[src/design/isort_pkg.sv]
`default_nettype none
package isort_pkg;

    localparam int DEPTH = 64;
    localparam int WORD_W = 32;

    typedef logic signed [WORD_W-1:0] t_word;

    // Broadcast to every cell
    typedef struct packed {
        logic  insert;
        logic  shift;
        t_word word;
    } t_cell_ctrl;

    // What a cell shows its neighbors
    typedef struct packed {
        logic  occ;
        logic  gt;
        t_word value;
    } t_cell_state;

endpackage
`default_nettype wire

[src/design/isort_cell.sv]
`default_nettype none
module isort_cell (
    input  wire                     i_clk,
    input  wire                     i_rst_n,
    input  isort_pkg::t_cell_ctrl   i_ctrl,
    input  isort_pkg::t_cell_state  i_prev,
    input  isort_pkg::t_cell_state  i_next,
    output isort_pkg::t_cell_state  o_state
);

    logic             r_occ;
    isort_pkg::t_word r_value;
    logic             n_occ;
    isort_pkg::t_word n_value;
    logic             w_gt;

    // Empty cells count as greater than anything; strict compare keeps ties stable.
    assign w_gt = !r_occ || (r_value > i_ctrl.word);

    always_comb begin
        n_occ   = r_occ;
        n_value = r_value;
        if (i_ctrl.shift) begin
            n_occ   = i_next.occ;
            n_value = i_next.value;
        end else if (i_ctrl.insert && w_gt) begin
            if (i_prev.gt) begin
                n_occ   = i_prev.occ;
                n_value = i_prev.value;
            end else begin
                n_occ   = 1'b1;
                n_value = i_ctrl.word;
            end
        end
    end

    always_ff @(posedge i_clk) begin
        if (!i_rst_n) begin
            r_occ <= 1'b0;
        end else begin
            r_occ <= n_occ;
        end
    end

    always_ff @(posedge i_clk) begin
        r_value <= n_value;
    end

    assign o_state.occ   = r_occ;
    assign o_state.gt    = w_gt;
    assign o_state.value = r_value;

endmodule
`default_nettype wire

[config.mk]
export PLATFORM = sky130hd
export DESIGN_NAME = isort_cell
export DESIGN_NICKNAME = d
export VERILOG_FILES = /design/src/design/isort_pkg.sv /design/src/design/isort_cell.sv
export SDC_FILE = /design/constraint.sdc
export NUM_CORES = 1
export LEC_CHECK = 0
export BUFFER_PORTS_ARGS = -buffer_cell sky130_fd_sc_hd__buf_2
export CORE_MARGIN = 8
export CORE_UTILIZATION = 41
export CTS_CLUSTER_SIZE = 28
export DETAILED_ROUTE_END_ITERATION = 6
export GPL_ROUTABILITY_DRIVEN = 0
export PLACE_DENSITY = 0.83
export SLEW_MARGIN = 20
export SYNTH_ARGS = -nofsm -noshare
export SYNTH_HDL_FRONTEND = slang
export SYNTH_SLANG_ARGS = --single-unit
[constraint.sdc]
create_clock -name i_clk -period 4.3 [get_ports i_clk]
set_input_delay 0.215 -clock i_clk [delete_from_list [all_inputs] [get_ports i_clk]]
set_output_delay 0.215 -clock i_clk [all_outputs]
set_load 0.01 [all_outputs]
==> impl_results.md, run 1 <==
- Status: completed
- 1st-pass router iterations: 4
- Initial antenna violation count: 0
- Design Area, Final: roughly 3300 um^2
- P&R area growth vs syn: 32.0%
- Root Driver: clkbuf_8
- Static leakage: between 1.5 and 2 nW
- Mux share of post-synthesis cell area: around an eighth
- Fmax: ~340 MHz
- All-Layer GR Usage: 15.3%
- CTS H-tree depth: 2
- Cts bufs inserted: 5
- Post-Route WL: 7070 um
- Die Ht: 94.5 um
- Die area: around 8900 um^2
- Pwr Density: around 290 nW/um^2
- Adder-cell share of the synthesized area: 15.9%
- Largest net degree at the start of global routing: 69
- Post-route ant nets: 0
- Final setup viols: 0
- Die W: around 94 um
- #FFs+latches synth: 33
- Top fanout value on the critical path: 32
- Post-synth top area share: a little under two fifths
- Leading area contributor after synthesis: edfxtp_1
- Worst setup EP type: flop
- Most common flop cell mapped by yosys: edfxtp_1
- Antenna cells: 0
- Sequential area share after synthesis: around two fifths
- Critical Path AT: roughly 2800 ps
- Multi-input logic area: 1360 um^2
- Netlist Area Pre-Place: ~2500 um^2
- Placed instance area: about 3300 um^2
- Critical path class: flop to flop
- Period utilization: between 60% and 70%
- Yosys warns: 0
- Register area: between 900 and 1000 um^2
- Crit path launch type: flop
- IO Pins: roughly 140
- Synth async-reset ratio: 0%
- Rows: 28
- Filler Cell Count: ~560
- Max_slew headroom: around 30%
- Synth Area in Compound Gates: between 10% and 20%
- Worst Hold Class: input pin to flop
- Starting DRC count in detailed routing: between 40 and 50
- Share of cells above drive strength 1: between 30% and 40%
- First-pass GRT wire length: about 11000 um
- Vias in the first global route: between 2000 and 2500
- Cts hold-fix bufs: 0
- RSZ-0062 raised after global routing: false
- Layout net count: approximately 530
- Drt drc: 0
- Post-CTS Setup Bufs: 0
- WL per Instance: 14.9 um
- Number of flops mapped to enable cells by yosys: 32
- Worst skew pair latency: 280 ps
- Clk buf depth: 2
- CTS resizes: 0
- Vias per inst: ~5
- Worst ir drop on vdd: roughly 0.15 mV
- Pre-CTS setup slack: 1390 ps
- Setup_tns: 0 ps
- DP Wirelength: slightly below 6000 um
- Vias post-DR: approximately 2400
- Simple-gate share of the synthesized area: approximately a tenth
- Worst setup margin: approximately 1400 ps
- # port buffers: 136
- Total gr overflow: 0
- Worst slew pin tran: 1050 ps
- Post-Syn Instances: between 200 and 300
- Max-cap violations: 0
- Syn_area_per_cell: 9.42 um^2
- Netlist cell types: 30
- CTS clk-pin slew, worst paths: ~70 ps
- Core area: 5920 um^2
- Worst EP required: about 4200 ps
- Core Util, Final: 56.3%
- Pins Over Slew Limit: 0
- Fin. Hold Viols: 0
- Largest family of logic cells by synthesized area: adder cells
- Fraction of synthesized cell area in xor and xnor cells: 0%
- Initial Utilization: between 40% and 50%
- CTS tree: done
- Net Count, Synth: slightly above 400
- Synth top area cells: edfxtp_1 38%, ha_1 16%, mux2i_1 13%
- Clock skew: 7.15 ps
- Final min period: approximately 2900 ps
- TritonCTS Sinks: 33
-- final timing paths --
kind / slack (ps) / depth (start not counted) / to / from
worst max-delay path: 1370 / 6 / r_value[23] / r_value[14]
worst min register to register: 660 / 3 / r_occ / r_occ
worst max register to register: 1370 / 6 / r_value[23] / r_value[14]
worst min-delay path: 180 / 2 / r_occ / i_rst_n
-- cell type report --
| class | instances | share of cell area, % |
|---|---|---|
| clock buffer | 5 | 2.07 |
| clock inverter | 3 | 0.376 |
| inverter | 37 | 4.17 |
| multi-input combinational | 185 | 40.7 |
| sequential | 33 | 29.4 |
| tap | 75 | 2.82 |
| timing repair buffer | 136 | 20.4 |
-- flip-flops by register name (all words and copies together), names as in the netlist --
name     cells
r_occ        1
r_value     32
-- cells by family (layout without fill, tap and decap cells) --
logic type | after synthesis | in the layout
AOI/OAI and AO/OA | 64 | 64
DFF | 33 | 33
muxes | 32 | 32
adders and majority gates | 32 | 32
buffers and inverters | 50 | 181
and+or+nand+nor | 57 | 57
-- synth_stat cells, drive strengths merged, types with 2 or more instances --
| cell | instances |
|---|---|
| and4 | 3 |
| nand3 | 4 |
| nand2 | 40 |
| nand4 | 5 |
| a21o | 2 |
| nor2 | 2 |
| edfxtp | 32 |
| nor3 | 2 |
| mux2i | 32 |
| buf | 5 |
| clkbuf | 8 |
| o21ai | 38 |
| a21oi | 14 |
| inv | 37 |
| ha | 32 |
-- report_power, final --
part	leakage, nW	switching [W]	internal, W
logic	1.40	0.000165	0.000138
clock network	0.0430	0.000112	0.000109
registers	0.341	0.0000224	0.000406
total	1.78	0.000300	0.000653
-- cells in the final DEF, fill, tap and decap left out --
cell       count
nor3_1         2
o311a_1        1
edfxtp_1      32
o21ai_4        1
a221o_1        1
o21ai_0       36
nand4_1        5
clkbuf_8       5
o31a_1         1
o21a_1         1
o21ai_1        1
a21oi_2        1
nand2_1       40
a21oi_1       13
a221oi_1       1
nand3_1        4
clkinv_2       1
and4_1         3
inv_1         37
dfxtp_1        1
nor2_1         2
a2111oi_0      1
o221a_2        1
a21o_1         2
buf_2        136
ha_1          32
nor2b_1        1
a211oi_2       1
o211ai_1       1
mux2i_1       32
o32ai_1        1
clkinv_1       2
-- worst max-delay path, stage by stage, from the launching register on --
cell and delay [ps]:
edfxtp_1 410, ha_1 350, nand4_1 200, a2111oi_0 450, o31a_1 220, a211oi_2 80
o21ai_4 850
-- layer usage --
| metal | GRT usage, % | wire (um) | up-vias |
|---|---|---|---|
| met4 | 4.55 | 65 | 0 |
| met3 | 4.68 | 617 | 8 |
| li1 | - | - | 1221 |
| met5 | 0 | 0 | - |
| met2 | 26.7 | 3410 | 87 |
| met1 | 17.5 | 2980 | 1097 |
-- metrics by stage --
stage / hold WS, ps / cells / power, W
6_report: 178 / 474 / 0.000953
5_1_grt: 184 / 474 / 0.00101
4_1_cts: 176 / 474 / 0.000963
3_5_place_dp: 461 / 466 / 0.000742
3_3_place_gp: 454 / 466 / 0.000728
2_1_floorplan: 346 / 268 / 0.000607
No activity file was read; power rests on OpenSTA's default activity.
==> run 2, diff against run 1 <==
Settings changed: CORE_UTILIZATION 41 to 43, PLACE_DENSITY 0.83 to 0.84.
Clock period 4.3 ns to 3 ns, I/O delays scaled along.
==> run 2 against run 1 <==
Setup slack worse by 1200 ps. Via count is 1.1% higher. Die area is 3.9% lower. Design area is 1.1% higher. Combinational power is 47% higher. Utilization is 2.0 points higher. Largest cell class unchanged. Critical path type is now flop to primary output. Cell count is 0.84% higher. Critical path depth is 3 higher. Total power is 46% higher. Sequential power is 43% higher.
==> impl_results.md, run 2 (same netlist as run 1, synthesis figures left out) <==
- Crit path launch type: flop (unchanged)
- Period utilization: 93.4%
- 1st-pass router iterations: 6 (was 4)
- Top reg by flops: r_value (unchanged)
- RSZ-0062 raised after global routing: true (was false)
- First-pass GRT wire length: 11800 um (was 11000 um)
- DR top layer: met4 (unchanged)
- Final min period: about 2800 ps
- Max reg flops: 32 (unchanged)
- CTS tree: done (unchanged)
- DP Wirelength: 6060 um (was 5800 um)
- Root Driver: clkbuf_8 (unchanged)
- Fmax: ~360 MHz
- Clk pwr share: 24.0% (was 23.2%)
- Worst ir drop on vdd: 0.226 mV (was 0.154 mV)
- Post-Route WL: 7310 um (was 7070 um)
- Clk buf depth: 2 (unchanged)
- Initial Utilization: 43.7% (was 42.6%)
- Internal power: 0.000942 W (was 0.000653 W)
- Critical path class: flop to primary output (was flop to flop)
- Initial antenna violation count: 0 (unchanged)
- Most frequent cells in the layout: 136 x buf_2, 40 x nand2_1, 37 x inv_1 (unchanged)
- Regs by FF count: r_value: 32 flops, r_occ: 1 flops (unchanged)
- Met3 Wirelength: 570 um (was 617 um)
- Min Hold Slack: 97.3 ps (was 178 ps)
- Cts bufs inserted: 5 (unchanged)
- # port buffers: 136 (unchanged)
- Fin. Hold Viols: 0 (unchanged)
- Combinational group share of total power: 32.1% (was 31.8%)
- Clock skew: 4.31 ps (was 7.15 ps)
- Share of cells above drive strength 1: 37.7% (was 36.6%)
- Largest net degree at the start of global routing: 38 (was 69)
- Filler Cell Count: 520 (was 561)
- P&R area growth vs syn: 33.4% (was 32.0%)
- Worst skew pair latency: 280 ps (about the same)
- Pins Over Slew Limit: 0 (unchanged)
- Die area: 8580 um^2 (was 8930 um^2)
- Post-route ant nets: 0 (unchanged)
- Layout net count: 538 (was 534)
- IO Pins: 138 (unchanged)
- Max-cap violations: 0 (unchanged)
- Status: completed (unchanged)
- Static leakage: 1.80 nW (was 1.78 nW)
- Most common cell after layout, fill and taps aside: buf_2 (unchanged)
- Pwr Density: 413 nW/um^2 (was 286 nW/um^2)
- Starting DRC count in detailed routing: 76 (was 45)
- Vias post-DR: 2440 (was 2413)
- Worst slew pin tran: 867 ps (was 1050 ps)
- WL per Instance: 15.3 um (was 14.9 um)
- M1 WL: 2800 um (was 2980 um)
- Vias per inst: 5.10 (was 5.09)
- Antenna cells: 0 (unchanged)
- CTS H-tree depth: 2 (unchanged)
- Largest stage delay, worst path: 390 ps (was 850 ps)
- Core area: 5780 um^2 (was 5920 um^2)
- CP max stage cell: edfxtp_1 (was o21ai_4)
- Switching Fraction: 32.3% (was 31.5%)
- Met2 wire length: 3790 um (was 3410 um)
- Top fanout value on the critical path: 4 (was 32)
- Worst EP required: 2850 ps (was 4200 ps)
- Worst Hold Class: input pin to flop (unchanged)
- Setup_tns: 0 ps (unchanged)
- NetSw: 0.000450 W (was 0.000300 W)
- Vias in the first global route: 2614 (was 2472)
- Rows: 28 (unchanged)
- Final setup viols: 0 (unchanged)
- Total gr overflow: 0 (unchanged)
- Part of the power in registers: 44.0% (was 45.0%)
- Die Ht: 92.6 um (was 94.5 um)
- TritonCTS Sinks: 33 (unchanged)
- Die W: 92.6 um (was 94.5 um)
- Worst-path cell chain: ha_1 > nand4_1 > buf_4 > nor2_1 > a221o_1 > o31a_1 > a211oi_2 > o21ai_0 > buf_2 (was ha_1 > nand4_1 > a2111oi_0 > o31a_1 > a211oi_2 > o21ai_4)
- Drt drc: 0 (unchanged)
- Critical Path AT: 2650 ps (was 2830 ps)
- Cts hold-fix bufs: 0 (unchanged)
- CTS clk-pin slew, worst paths: 70 ps (about the same)
- Max_slew headroom: 42.2% (was 29.6%)
- All-Layer GR Usage: 17.0% (was 15.3%)
- Worst setup EP type: primary output (was flop)
[run 2: cell types whose count changed in the layout (fill, tap and decap cells not counted), sizes merged]
cell      before  now
buf          136  139
clkinv         3    2
clkinvlp       0    1
o21ai         38   39
[run 2: final cells by class]
class | instances | area [um^2] | share of cell area [%]
Sequential cell | 33 | 981 | 29.1
Inverter | 37 | 139 | 4.12
Tap cell | 75 | 93.8 | 2.79
Clock buffer | 5 | 68.8 | 2.04
Timing Repair Buffer | 139 | 703 | 20.9
Clock inverter | 3 | 17.5 | 0.520
Multi-Input combinational cell | 186 | 1370 | 40.5
[run 2: timing repair]
item	in CTS	in global routing
setup endpoints to repair	0	32
hold endpoints to repair	0	0
resized for setup	0	0
buffers inserted	0	0
[run 2: metrics by stage]
| stage | setup WS (ps) | cells | instance area [um^2] | utilization, % | power, W |
|---|---|---|---|---|---|
| 4_1_cts | 181 | 477 | 3360 | 58.1 | 0.00141 |
| 5_1_grt | -1.31 | 478 | 3370 | 58.3 | 0.00149 |
| 3_3_place_gp | 203 | 469 | 3270 | 56.6 | 0.00105 |
| 2_1_floorplan | 204 | 268 | 2530 | - | 0.000869 |
| 3_5_place_dp | 196 | 469 | 3270 | 56.6 | 0.00107 |
| 6_report | 199 | 478 | 3370 | 58.3 | 0.00139 |
[run 2: metal layers]
| metal | vias to the layer above | global-route usage, % |
|---|---|---|
| li1 | 1228 | - |
| met1 | 1098 | 18.0 |
| met2 | 100 | 30.4 |
| met3 | 14 | 5.58 |
| met4 | 0 | 6.44 |
| met5 | - | 0 |
[run 2: path summary, 6_finish.rpt]
kind               start           to  slack, ps  depth (start not counted)
max reg2reg  r_value[14]  r_value[28]        290                          8
min reg2reg        r_occ        r_occ        650                          3
max          r_value[14]  o_state[32]        200                          9
min              i_rst_n        r_occ        100                          2
[run 2: worst max-delay path, delay by kind of cell, from the launching register on]
kind                       cells  cell delay, ps
DFF                            1             390
and+or+nand+nor                2             190
buffers and inverters          2             310
adders and majority gates      1             330
AOI/OAI and AO/OA              4            1160
[run 2: power by group through the flow]
stage	registers [W]	logic [W]	clock network [W]
final	0.000612	0.000446	0.000334
after global routing	0.000620	0.000505	0.000366
after CTS	0.000612	0.000449	0.000346
after detailed placement	0.000623	0.000447	0
after global placement	0.000616	0.000429	0
after floorplan	0.000649	0.000220	0
==> run 3, diff against run 2 <==
Settings changed: CELL_PAD_IN_SITES_DETAIL_PLACEMENT set to 0, CELL_PAD_IN_SITES_GLOBAL_PLACEMENT set to 1, CORE_UTILIZATION 43 to 32, PLACE_DENSITY 0.84 to 0.86.
Clock period 3 ns to 2.7 ns, I/O delays scaled along.
==> run 3 against run 2 <==
Register-to-register slack got worse by 30 ps. Total power rose by 17%. Highest routed layer unchanged. Sequential power rose by 11%. Global-route usage fell by 3.3 points. Critical path depth rose by 1. First-iteration DRC count fell by 24%. Worst hold slack got worse by 17 ps. Clock power rose by 8.7%. Non-clock buffer count rose by 16. Utilization fell by 11 points. Sequential share of layout area fell by 2.0 points.
==> impl_results.md, run 3 (same netlist as run 1, synthesis figures left out) <==
- Status: completed (unchanged)
- Drt drc: 0 (unchanged)
- Vias in the first global route: 2654 (was 2614)
- WL per Instance: 14.5 um (was 15.3 um)
- CTS clk-pin slew, worst paths: 70 ps (about the same)
- Starting DRC count in detailed routing: 58 (was 76)
- Most common cell on crit path: o21ai_1
- Clk buf depth: 2 (unchanged)
- Placed instance area: 3390 um^2 (was 3270 um^2)
- Rows: 32 (was 28)
- Max-cap violations: 0 (unchanged)
- Layout net count: 553 (was 538)
- 1st-pass router iterations: 4 (was 6)
- Critical path class: flop to primary output (unchanged)
- Most common cell after layout, fill and taps aside: buf_2 (unchanged)
- Pwr Density: 451 nW/um^2 (was 413 nW/um^2)
- Worst slew pin tran: 558 ps (was 867 ps)
- Final setup viols: 0 (unchanged)
- Period utilization: roughly 99%
- Initial antenna violation count: 0 (unchanged)
- RSZ-0062 raised after global routing: true (unchanged)
- IO Pins: 138 (unchanged)
- Largest net degree at the start of global routing: 41 (was 38)
- Worst-path cell chain: ha_4 > buf_6 > a21oi_2 > o21ai_1 > a221o_1 > o31a_1 > a211oi_4 > buf_4 > o21ai_1 > buf_2 (was ha_1 > nand4_1 > buf_4 > nor2_1 > a221o_1 > o31a_1 > a211oi_2 > o21ai_0 > buf_2)
- All-Layer GR Usage: 13.7% (was 17.0%)
- Max reg flops: 32 (unchanged)
- Static leakage: 1.89 nW (was 1.80 nW)
- Post-route ant nets: 0 (unchanged)
- Worst setup EP type: primary output (unchanged)
- Min Hold Slack: 80.7 ps (was 97.3 ps)
- Top fanout value on the critical path: 2 (was 4)
- Initial Utilization: 32.8% (was 43.7%)
- CP max stage cell: edfxtp_1 (unchanged)
- Core area: 7690 um^2 (was 5780 um^2)
- Die Ht: 105 um (was 92.6 um)
- Crit path launch type: flop (unchanged)
- Root Driver: clkbuf_8 (unchanged)
- First-pass GRT wire length: 12400 um (was 11800 um)
- Cts bufs inserted: 5 (unchanged)
- Worst ir drop on vdd: 0.187 mV (was 0.226 mV)
- Vias per inst: 4.67 (was 5.10)
- Antenna cells: 0 (unchanged)
- Total gr overflow: 0 (unchanged)
- Worst Hold Class: input pin to flop (unchanged)
- Final min period: 2660 ps
- Largest stage delay, worst path: 430 ps (was 390 ps)
- Top reg by flops: r_value (unchanged)
- Worst skew pair latency: 280 ps (about the same)
- Die area: 11000 um^2 (was 8580 um^2)
- Pins Over Slew Limit: 0 (unchanged)
- Total Power: 0.00163 W (was 0.00139 W)
- Design Area, Final: 3610 um^2 (was 3370 um^2)
- Most frequent cells in the layout: 136 x buf_2, 40 x nand2_1, 37 x inv_1 (unchanged)
- CTS H-tree depth: 2 (unchanged)
- Pre-CTS setup slack: -163 ps (was 196 ps)
- Share of cells above drive strength 1: 41.1% (was 37.7%)
- Critical Path AT: 2530 ps (was 2650 ps)
- TritonCTS Sinks: 33 (unchanged)
- Vias post-DR: 2430 (was 2440)
- Worst EP required: 2570 ps (was 2850 ps)
- Worst setup margin: 37.1 ps (was 199 ps)
- DP Wirelength: 6130 um (was 6060 um)
- Regs by FF count: r_value: 32 flops, r_occ: 1 flops (unchanged)
- Clock skew: 3.39 ps (was 4.31 ps)
- CTS tree: done (unchanged)
- Fmax: ~380 MHz
- Fin. Hold Viols: 0 (unchanged)
- Die W: 105 um (was 92.6 um)
- Setup_tns: 0 ps (unchanged)
- Max_slew headroom: 62.8% (was 42.2%)
- # port buffers: 136 (unchanged)
- P&R area growth vs syn: 43.1% (was 33.4%)
- Post-Route WL: 7560 um (was 7310 um)
[run 3: cell types whose count changed in the layout (fill, tap and decap cells not counted), moves of 2 or more]
| cell | before | now |
|---|---|---|
| buf_4 | 3 | 16 |
| ha_1 | 32 | 28 |
| ha_4 | 0 | 4 |
| o21ai_0 | 36 | 34 |
| o21ai_1 | 1 | 3 |
[run 3: routing by layer]
| layer | wire length (um) | global-route usage, % | vias up |
|---|---|---|---|
| met1 | 3380 | 16.0 | 1080 |
| met3 | 641 | 5.47 | 5 |
| met5 | 0 | 0 | - |
| met4 | 72 | 3.47 | 0 |
| li1 | - | - | 1251 |
| met2 | 3470 | 22.8 | 94 |
[run 3: path summary, 6_finish.rpt]
path	start	end	slack, ps	cells after the start
min reg2reg	r_occ	r_occ	640	3
max	r_value[7]	o_state[32]	40	10
min	i_rst_n	r_occ	80	2
max reg2reg	r_value[7]	r_value[12]	260	9
[run 3: critical path: cells and delay by family, from the launching register on]
kind                       cells  cell delay [ps]
AOI/OAI and AO/OA              6             1110
adders and majority gates      1              270
buffers and inverters          3              420
DFF                            1              430
[run 3: what timing repair did]
action	in CTS	in global routing
pin swaps	7	0
endpoints found under the setup margin	33	19
gates resized for setup	10	1
endpoints found under the hold margin	0	0
buffers inserted	2	2
hold buffers	0	0
[run 3: final cells by class]
type / instances / area, um^2
sequential: 33 / 981
timing repair buffer: 155 / 860
multi-input combinational: 185 / 1420
fill: 774 / 4070
inverter: 37 / 139
clock inverter: 2 / 10.0
tap: 102 / 128
clock buffer: 6 / 72.6
[run 3: stage by stage]
stage	utilization (%)	instances
after CTS	46.2	517
after global placement	44.1	507
final	47.0	520
after floorplan	-	268
after detailed placement	44.1	507
after global routing	47.0	520
[run 3: power breakdown]
group | total [W] | switching (W) | internal [W]
Sequential | 0.000682 | 0.0000366 | 0.000646
Combinational | 0.000584 | 0.000292 | 0.000292
Clock | 0.000363 | 0.000184 | 0.000179
